[config.mk]
export PLATFORM = sky130hd
export DESIGN_NAME = guest_segment_address_translate_flat
export DESIGN_NICKNAME = d
export VERILOG_FILES = /design/src/gsat_pkg.sv /design/src/gsat_if.sv /design/src/gsat_cfg_regs.sv /design/src/gsat_seg_xlate.sv /design/src/guest_segment_address_translate.sv /design/src/flat_wrapper.sv
export SDC_FILE = /design/constraint.sdc
export NUM_CORES = 1
export LEC_CHECK = 0
export BUFFER_PORTS_ARGS = -buffer_cell sky130_fd_sc_hd__buf_2
export CAP_MARGIN = 20
export CORE_ASPECT_RATIO = 0.8
export CORE_MARGIN = 2
export CORE_UTILIZATION = 40
export CTS_CLUSTER_SIZE = 20
export DETAILED_ROUTE_END_ITERATION = 12
export RECOVER_POWER = 100
export SYNTH_ARGS = -nofsm -noshare
export SYNTH_HDL_FRONTEND = slang
export SYNTH_HIERARCHICAL = 1
export SYNTH_SLANG_ARGS = --single-unit
[constraint.sdc]
create_clock -name clk -period 3.2 [get_ports clk]
set_input_delay 0.64 -clock clk [delete_from_list [all_inputs] [get_ports clk]]
set_output_delay 0.64 -clock clk [all_outputs]
set_load 0.01 [all_outputs]
[src/gsat_pkg.sv]
// Package: shared types and constants for guest segment address translation.
`timescale 1ns / 1ps
`default_nettype none
package gsat_pkg;

  // Payload widths
  localparam int VADDR_W = 64;
  localparam int PRIV_W  = 2;
  localparam int EXC_W   = 2;
  localparam int WORD_W  = 32;
  localparam int HALF_W  = 16;
  localparam int CFG_IDX_W = 2;

  // Default physical address width of the result
  localparam int ADDR_WIDTH_DEFAULT = 64;

  // xkphys keeps this many low address bits
  localparam int XKPHYS_KEEP = 59;

  typedef logic [VADDR_W-1:0] vaddr_t;
  typedef logic [WORD_W-1:0]  word_t;
  typedef logic [HALF_W-1:0]  half_t;
  typedef logic [PRIV_W-1:0]  priv_t;
  typedef logic [EXC_W-1:0]   exc_t;

  // Configuration register indexes
  typedef enum logic [CFG_IDX_W-1:0] {
    REG_SEG_CTL_HIGH   = 2'd0,
    REG_SEG_CTL_KERNEL = 2'd1,
    REG_SEG_CTL_USER   = 2'd2,
    REG_WIDE_MODE      = 2'd3
  } cfg_reg_t;

  // Reset values of the segment control words
  localparam word_t SEG_HIGH_RESET   = 32'h0020_0010;
  localparam word_t SEG_KERNEL_RESET = 32'h0003_0002;
  localparam word_t SEG_USER_RESET   = 32'h0433_0033;
  localparam logic  WIDE_MODE_RESET  = 1'b1;

  // Access mode codes (segment half bits 6:4)
  typedef enum logic [2:0] {
    AM_UK    = 3'd0,
    AM_MK    = 3'd1,
    AM_MSK   = 3'd2,
    AM_MUSK  = 3'd3,
    AM_MUSUK = 3'd4,
    AM_USK   = 3'd5,
    AM_RSVD  = 3'd6,
    AM_UUSK  = 3'd7
  } access_mode_t;

  // xkphys region code in address bits 63:62
  localparam logic [1:0] XKPHYS_REGION = 2'b10;

  // Current configuration as seen by the translation logic
  typedef struct packed {
    word_t seg_ctl_high;
    word_t seg_ctl_kernel;
    word_t seg_ctl_user;
    logic  wide_mode;
  } cfg_t;

endpackage
`default_nettype wire

[src/gsat_if.sv]
// Interfaces: request and response channels of the address translator.
`timescale 1ns / 1ps
`default_nettype none
interface gsat_req_if;
  logic             valid;
  logic             ready;
  gsat_pkg::vaddr_t guest_vaddr;
  gsat_pkg::priv_t  priv_mode;
  gsat_pkg::exc_t   exception_flags;

  modport source (output valid, output guest_vaddr, output priv_mode,
                  output exception_flags, input ready);
  modport sink   (input valid, input guest_vaddr, input priv_mode,
                  input exception_flags, output ready);
endinterface

interface gsat_rsp_if;
  logic             valid;
  logic             ready;
  logic             mapped;
  gsat_pkg::vaddr_t out_addr;

  modport source (output valid, output mapped, output out_addr, input ready);
  modport sink   (input valid, input mapped, input out_addr, output ready);
endinterface
`default_nettype wire

[src/gsat_cfg_regs.sv]
// Configuration register file: segment control words and address mode.
`timescale 1ns / 1ps
`default_nettype none
module gsat_cfg_regs (
  input  wire logic                           clk,
  input  wire logic                           rst,
  input  wire logic                           cfg_we,
  input  wire logic [gsat_pkg::CFG_IDX_W-1:0] cfg_index,
  input  wire gsat_pkg::word_t                cfg_data,
  output gsat_pkg::cfg_t                      cfg
);

  gsat_pkg::cfg_t regs;

  // Register writes, decoded by index
  always_ff @(posedge clk) begin
    if (rst) begin
      regs.seg_ctl_high   <= gsat_pkg::SEG_HIGH_RESET;
      regs.seg_ctl_kernel <= gsat_pkg::SEG_KERNEL_RESET;
      regs.seg_ctl_user   <= gsat_pkg::SEG_USER_RESET;
      regs.wide_mode      <= gsat_pkg::WIDE_MODE_RESET;
    end else if (cfg_we) begin
      case (gsat_pkg::cfg_reg_t'(cfg_index))
        gsat_pkg::REG_SEG_CTL_HIGH:   regs.seg_ctl_high   <= cfg_data;
        gsat_pkg::REG_SEG_CTL_KERNEL: regs.seg_ctl_kernel <= cfg_data;
        gsat_pkg::REG_SEG_CTL_USER:   regs.seg_ctl_user   <= cfg_data;
        gsat_pkg::REG_WIDE_MODE:      regs.wide_mode      <= cfg_data[0];
        default: ;
      endcase
    end
  end

  assign cfg = regs;

endmodule
`default_nettype wire

[src/gsat_seg_xlate.sv]
// Combinational segment lookup and address translation for one request.
`timescale 1ns / 1ps
`default_nettype none
module gsat_seg_xlate #(
  parameter int ADDR_WIDTH = gsat_pkg::ADDR_WIDTH_DEFAULT
) (
  input  wire gsat_pkg::cfg_t    cfg,
  input  wire gsat_pkg::vaddr_t  vaddr,
  input  wire gsat_pkg::priv_t   priv_mode,
  input  wire gsat_pkg::exc_t    exception_flags,
  output logic                   mapped,
  output logic [ADDR_WIDTH-1:0]  addr
);

  gsat_pkg::vaddr_t      va;
  gsat_pkg::word_t       word;
  gsat_pkg::half_t       half;
  gsat_pkg::access_mode_t mode;
  logic                  seg_mapped;
  logic                  kernel_level;
  gsat_pkg::vaddr_t      seg_addr;
  logic                  compat;
  gsat_pkg::vaddr_t      full;

  // Narrow mode looks only at the low 32 bits
  assign va = cfg.wide_mode ? vaddr : gsat_pkg::vaddr_t'(vaddr[31:0]);

  // Pick the control half for the segment in bits 31:29
  always_comb begin
    if (va[31]) begin
      word = va[30] ? cfg.seg_ctl_high : cfg.seg_ctl_kernel;
      half = va[29] ? word[15:0] : word[31:16];
    end else begin
      word = cfg.seg_ctl_user;
      half = va[30] ? word[15:0] : word[31:16];
    end
  end

  assign mode         = gsat_pkg::access_mode_t'(half[6:4]);
  assign kernel_level = (priv_mode == '0) || (exception_flags != '0);

  // Access mode decode
  always_comb begin
    case (mode)
      gsat_pkg::AM_UK, gsat_pkg::AM_USK, gsat_pkg::AM_UUSK: seg_mapped = 1'b0;
      gsat_pkg::AM_MUSUK: seg_mapped = !kernel_level;
      default: seg_mapped = 1'b1;
    endcase
  end

  // Segment result: base bits from the half replace the upper address bits
  always_comb begin
    if (seg_mapped) begin
      seg_addr = va;
    end else if (va[31]) begin
      seg_addr = gsat_pkg::vaddr_t'({half[15:9], va[28:0]});
    end else begin
      seg_addr = gsat_pkg::vaddr_t'({half[15:10], va[29:0]});
    end
  end

  // Sign-extended compatibility range
  assign compat = (va[63:31] == '0) || (va[63:31] == '1);

  // Region select
  always_comb begin
    if (!cfg.wide_mode) begin
      mapped = seg_mapped;
      full   = gsat_pkg::vaddr_t'(seg_addr[31:0]);
    end else if (compat) begin
      mapped = seg_mapped;
      full   = seg_addr;
    end else if (va[63:62] == gsat_pkg::XKPHYS_REGION) begin
      mapped = 1'b0;
      full   = gsat_pkg::vaddr_t'(va[gsat_pkg::XKPHYS_KEEP-1:0]);
    end else begin
      mapped = 1'b1;
      full   = va;
    end
  end

  assign addr = full[ADDR_WIDTH-1:0];

endmodule
`default_nettype wire

[src/guest_segment_address_translate.sv]
// Top level: guest segment address translator with request and result registers.
`timescale 1ns / 1ps
`default_nettype none
// Translates one guest virtual address per cycle, while the result side keeps
// taking results, into a mapped flag and, for unmapped addresses, a physical
// address. Each request is captured in an input register, translated by one pass
// of segment lookup logic and held in a result register, and a new request is
// accepted every cycle while the result side keeps taking results. The user must
// write the segment control words and the 64-bit mode bit through the configuration
// port only while no request is in flight; the block itself does not enforce it.
// out_addr carries the low ADDR_WIDTH bits of the result, zero above.
module guest_segment_address_translate #(
  parameter int ADDR_WIDTH = gsat_pkg::ADDR_WIDTH_DEFAULT
) (
  input  wire logic                           clk,
  input  wire logic                           rst,
  input  wire logic                           cfg_we,
  input  wire logic [gsat_pkg::CFG_IDX_W-1:0] cfg_index,
  input  wire gsat_pkg::word_t                cfg_data,
  gsat_req_if.sink                            req,
  gsat_rsp_if.source                          rsp
);

  gsat_pkg::cfg_t cfg;

  // Input stage
  logic             s1_valid;
  gsat_pkg::vaddr_t s1_vaddr;
  gsat_pkg::priv_t  s1_priv;
  gsat_pkg::exc_t   s1_exc;

  // Result stage
  logic                  out_valid;
  logic                  out_mapped;
  logic [ADDR_WIDTH-1:0] out_addr;

  logic                  xl_mapped;
  logic [ADDR_WIDTH-1:0] xl_addr;
  logic                  out_load;
  logic                  s1_load;

  gsat_cfg_regs u_cfg (
    .clk       (clk),
    .rst       (rst),
    .cfg_we    (cfg_we),
    .cfg_index (cfg_index),
    .cfg_data  (cfg_data),
    .cfg       (cfg)
  );

  gsat_seg_xlate #(
    .ADDR_WIDTH (ADDR_WIDTH)
  ) u_xlate (
    .cfg             (cfg),
    .vaddr           (s1_vaddr),
    .priv_mode       (s1_priv),
    .exception_flags (s1_exc),
    .mapped          (xl_mapped),
    .addr            (xl_addr)
  );

  // Pipeline flow control
  assign out_load  = !out_valid || rsp.ready;
  assign s1_load   = !s1_valid || out_load;
  assign req.ready = s1_load;

  // Input register
  always_ff @(posedge clk) begin
    if (rst) begin
      s1_valid <= 1'b0;
    end else if (s1_load) begin
      s1_valid <= req.valid;
    end
    if (s1_load && req.valid) begin
      s1_vaddr <= req.guest_vaddr;
      s1_priv  <= req.priv_mode;
      s1_exc   <= req.exception_flags;
    end
  end

  // Result register
  always_ff @(posedge clk) begin
    if (rst) begin
      out_valid <= 1'b0;
    end else if (out_load) begin
      out_valid <= s1_valid;
    end
    if (out_load && s1_valid) begin
      out_mapped <= xl_mapped;
      out_addr   <= xl_addr;
    end
  end

  assign rsp.valid    = out_valid;
  assign rsp.mapped   = out_mapped;
  assign rsp.out_addr = gsat_pkg::vaddr_t'(out_addr);

endmodule
`default_nettype wire

[src/flat_wrapper.sv]
// flat-port wrapper written by rule: the top's interface ports become plain ports
module guest_segment_address_translate_flat 
#(
  parameter int ADDR_WIDTH = gsat_pkg::ADDR_WIDTH_DEFAULT
)
  (clk, rst, cfg_we, cfg_index, cfg_data, req_valid, req_guest_vaddr, req_priv_mode, req_exception_flags, req_ready, rsp_valid, rsp_mapped, rsp_out_addr, rsp_ready);
  gsat_req_if req_i ();
  gsat_rsp_if rsp_i ();
  input  wire logic clk;
  input  wire logic rst;
  input  wire logic cfg_we;
  input  wire logic [gsat_pkg::CFG_IDX_W-1:0] cfg_index;
  input  wire gsat_pkg::word_t cfg_data;
  input wire logic [$bits(req_i.valid)-1:0] req_valid;
  input wire logic [$bits(req_i.guest_vaddr)-1:0] req_guest_vaddr;
  input wire logic [$bits(req_i.priv_mode)-1:0] req_priv_mode;
  input wire logic [$bits(req_i.exception_flags)-1:0] req_exception_flags;
  output wire logic [$bits(req_i.ready)-1:0] req_ready;
  output wire logic [$bits(rsp_i.valid)-1:0] rsp_valid;
  output wire logic [$bits(rsp_i.mapped)-1:0] rsp_mapped;
  output wire logic [$bits(rsp_i.out_addr)-1:0] rsp_out_addr;
  input wire logic [$bits(rsp_i.ready)-1:0] rsp_ready;
  assign req_i.valid = req_valid;
  assign req_i.guest_vaddr = req_guest_vaddr;
  assign req_i.priv_mode = req_priv_mode;
  assign req_i.exception_flags = req_exception_flags;
  assign req_ready = req_i.ready;
  assign rsp_valid = rsp_i.valid;
  assign rsp_mapped = rsp_i.mapped;
  assign rsp_out_addr = rsp_i.out_addr;
  assign rsp_i.ready = rsp_ready;
  guest_segment_address_translate #(.ADDR_WIDTH(ADDR_WIDTH)) u_core (.clk(clk), .rst(rst), .cfg_we(cfg_we), .cfg_index(cfg_index), .cfg_data(cfg_data), .req(req_i), .rsp(rsp_i));
endmodule
# Word level (Yosys, flattened, before mapping)
# Index checks and enable logic that the tools add are counted.
# classes
n_reduce_logical,19
n_eq_ne,8
n_mux,14
# op_table
op,n
$mux W64,4
$mux W32,2
$mux W16,3
$eq A33 B33 Y1 const B,1
$logic_not A33 Y1,1
$mux W30,1
$eq A3 B3 Y1 const B,3
$reduce_and A2 Y1,4
$eq A2 B2 Y1 const B,3
$logic_not A2 Y1,2
$logic_or A1 B1 Y1,4
$logic_not A1 Y1,3
$logic_not A3 Y1,1
$mux W1,3
$reduce_or A3 Y1,1
$eq A2 B1 Y1 const B,1
$logic_and A1 B1 Y1,2
$pmux W1 S2,1
$reduce_bool A2 Y1,1
# word_totals
wordCells,53
reg_bits,232
inputBits,107

# Logic depth before layout (Yosys ltp)
# depth
ltp_word,10
ltp_mapped,8

# Cells and area by module
# The synthesis kept the hierarchy.
# modules_own_cells
mod,area_each_um2,instances,seq_area_each_um2,cells_per_inst
guest_segment_address_translate,4097.7,1,4033.9,143
gsat_cfg_regs,3951.3,1,1941.9,365
gsat_seg_xlate,1223.7,1,0.0,159

# Least setup slack after synthesis
# No wires, ideal clock.
# synth_timing
kind,register -> register
startpoint,register u_core.s1_vaddr[29]
endpoint,register u_core.out_addr[51] (netlist: u_core/rsp.out_addr[51]) (data pin)
n_path_buf,2
synth_period_minus_slack_ps,2394
arrival_time_ps,2139
slack_ps,806
path_stages_with_launch,9
cell_sequence,edfxtp_1 -> buf_6 -> mux2_1 -> mux4_2 -> a211oi_2 -> or2_4 -> a21boi_4 -> buf_6 -> and2_1
# synth_via
elab_chain_cells,8
word_cells_on_any_way,11
cone_classes,eq/ne (3); mux (6); reduce/logical (2)
# synth_lines
element,line,rtl
from (decl),guest_segment_address_translate.sv:28,gsat_pkg::vaddr_t s1_vaddr;
from (signal assigned),guest_segment_address_translate.sv:75,s1_vaddr <= req.guest_vaddr;
$mux W64 *,gsat_seg_xlate.sv:26,assign va = cfg.wide_mode ? vaddr : gsat_pkg::vaddr_t'(vaddr[31:0]);
$mux W16 *,gsat_seg_xlate.sv:32,half = va[29] ? word[15:0] : word[31:16];
$mux W16 *,gsat_seg_xlate.sv:30,if (va[31]) begin
$eq A3 B3 Y1 / $logic_not A3 Y1 (equally long branches),gsat_seg_xlate.sv:44,case (mode)
$reduce_or A3 Y1,gsat_seg_xlate.sv:44,
$pmux W1 S2 *,gsat_seg_xlate.sv:44,
$mux W64 *,gsat_seg_xlate.sv:53,if (seg_mapped) begin
$mux W64 *,gsat_seg_xlate.sv:70,end else if (compat) begin
to (signal assigned),guest_segment_address_translate.sv:90,out_addr <= xl_addr;
to (decl),guest_segment_address_translate.sv:35,logic [ADDR_WIDTH-1:0] out_addr;
# Mark *: on every way between the ends. The rest lies on a longest branch, timed or not.
# A chain may end at the register's enable or synchronous reset.

# Final worst setup path
# layout_timing
startpoint,register u_core.s1_vaddr[29]
endpoint,register u_core.out_addr[59] (netlist: u_core/rsp.out_addr[59]) (data pin)
# Same word-level chain as after synthesis.

==> impl_metrics.env <==
export IMPL_instances_no_fill=937
export IMPL_clockBufferDepth=2
export IMPL_busiest_layer="met2"
export IMPL_power_leakage_uw=0.00341
export IMPL_avgSynthCellArea_sq_um=14.5
export IMPL_ctsResizeCount=0
export IMPL_power_density_nw_per_um2=585
export IMPL_slowest_stage="edfxtp_1"
export IMPL_fin_tns_setup_ps=0
export IMPL_drc=0
export IMPL_grt_max_degree=69
export IMPL_grt_util_met2=0.239
export IMPL_max_freq_mhz=354
export IMPL_use_met1=0.215
export IMPL_vias_per_cell=4.80
export IMPL_ys_warnings_count=6
export IMPL_port_buffers=162
export IMPL_htreeDepth=4
export IMPL_core_area_sq_um=19100
export IMPL_clk_transition_reported_paths_ps=70
export IMPL_cts_setup_buffers=0
export IMPL_wl_per_cell_um=17.0
export IMPL_worstPathArrival_ps=3010
export IMPL_grt_pass1_vias=4397
export IMPL_synth_cell_area_sq_um=7830
export IMPL_cts_root_buffer="clkbuf_16"
export IMPL_synth_fp_nets=645
export IMPL_antenna_found_initial=0
export IMPL_clk_latency_ps=430
export IMPL_cts_made_buffers=17
export IMPL_n_antenna_cell=0
export IMPL_wl_um=15900
export IMPL_hp_class="input port to register"
export IMPL_grt_first_pass_wirelength_um=24300
export IMPL_violations="capacitance limit, slew limit"
export IMPL_num_rows=45
export IMPL_crit_fanout=28
export IMPL_setup_viol=0
export IMPL_maxSlewViolCount=91
export IMPL_place_congestion=0.799
export IMPL_syn_to_final_growth_pct=16.2
export IMPL_dieArea_sq_um=20700
export IMPL_gr_usage_all_layers=0.153
export IMPL_nets=773
export IMPL_path_class="register to register"
export IMPL_hold_violations=0
export IMPL_drive_above_1_share=0.222
export IMPL_rsz0062_at_grt="false"
export IMPL_critPathLaunchType="register"
export IMPL_utilization=0.477
export IMPL_drv_cap=2
export IMPL_period_needed_ps=2820
export IMPL_fin_crit_sh=0.883
export IMPL_drt_iter0_drc=285
export IMPL_peakVddDrop_mv=0.338
export IMPL_use_met3=0.0419
export IMPL_worst_pin_slew_ps=1640
export IMPL_clock_skew_final_ps=17.4
export IMPL_fillers=1692
export IMPL_netlist_instances=538
export IMPL_end_kind="register"
export IMPL_vias=4493
export IMPL_critical_path_buf_inv_count=2
export IMPL_dp_hpwl_um=11300
export IMPL_required_ps=3380
export IMPL_cpPeakStageDelay_ps=540
export IMPL_cts_hold_buf=0
export IMPL_path_cells="buf_4, mux2_1, mux4_2, a211oi_2, or2_4, a21boi_0, buf_12, and3_1"
export IMPL_crit_family="multiplexers"
export IMPL_outcome="finished with violations"
export IMPL_die_w_um=160
export IMPL_drtAntennaViolNets=0
export IMPL_dp_cells=905
export IMPL_clock_sinks=194
export IMPL_timing_slew_headroom=-0.0923
export IMPL_cts_tree="built"
export IMPL_die_y_um=129
export IMPL_firstDrtPassIters=5
export IMPL_initial_utilization=0.410
export IMPL_overflow=0
export IMPL_io_pins=174
-- worst paths after layout --
check / startpoint / end / slack, ps / cells past startpoint
setup / recovery: u_core/s1_vaddr[29]$_DFFE_PP_ / u_core/rsp.out_addr[59]$_DFFE_PP_ / 380 / 8
hold / removal: req_guest_vaddr[29] / u_core/s1_vaddr[29]$_DFFE_PP_ / 380 / 1
setup reg to reg: u_core/s1_vaddr[29]$_DFFE_PP_ / u_core/rsp.out_addr[59]$_DFFE_PP_ / 380 / 8
hold reg to reg: u_core/s1_vaddr[12]$_DFFE_PP_ / u_core/rsp.out_addr[12]$_DFFE_PP_ / 420 / 0
-- through the flow --
stage	total power, uW	hold slack [ps]	worst slack [ps]	instance area [sq um]
floorplan	3150	444	806	7830
global placement	3280	400	518	8620
detailed placement	3290	405	477	8620
CTS	5380	359	461	9220
global route	5520	352	237	9100
finish	5320	380	376	9100
-- report_power, final --
part / total [uW] / leakage (uW) / internal [uW] / switching (uW)
Combinational: 345 / 0.00135 / 152 / 194
Sequential: 2870 / 0.00177 / 2820 / 56.0
Clock: 2100 / 0.000291 / 1060 / 1040
Total: 5320 / 0.00341 / 4030 / 1290
-- sequential cells by signal, indices dropped and copies added, names as in the netlist --
| name | count |
|---|---|
| u_core/rsp.valid | 1 |
| u_core/rsp.mapped | 1 |
| u_core/s1_priv | 2 |
| u_core/s1_exc | 2 |
| u_core/u_cfg/cfg | 59 |
| u_core/s1_valid | 1 |
| u_core/rsp.out_addr | 64 |
| u_core/s1_vaddr | 64 |
-- cell type report --
class,instances,area (sq um),area share
sequential,194,5220,0.573
multi-input combinational,278,2130,0.234
timing repair buffer,173,816,0.0897
clock buffer,17,425,0.0468
tap,258,323,0.0355
clock inverter,15,178,0.0195
inverter,2,7.51,0.000825
-- layer usage --
layer | share of wire | vias to the layer above
li1 | - | 2170
met1 | 0.47 | 2178
met2 | 0.47 | 138
met3 | 0.060 | 7
met4 | 0.0048 | 0
met5 | 0 | -
-- placed cells by master, fill, tap and decap left out, types with 11 or more instances in the layout --
cell type / instances
edfxtp_1: 133
buf_2: 92
clkbuf_1: 74
nand2b_1: 72
mux2i_1: 65
dfxtp_1: 61
nor2_1: 19
clkbuf_16: 17
and2_1: 16
o21ai_0: 11
Power figures use the tool's default switching activity.
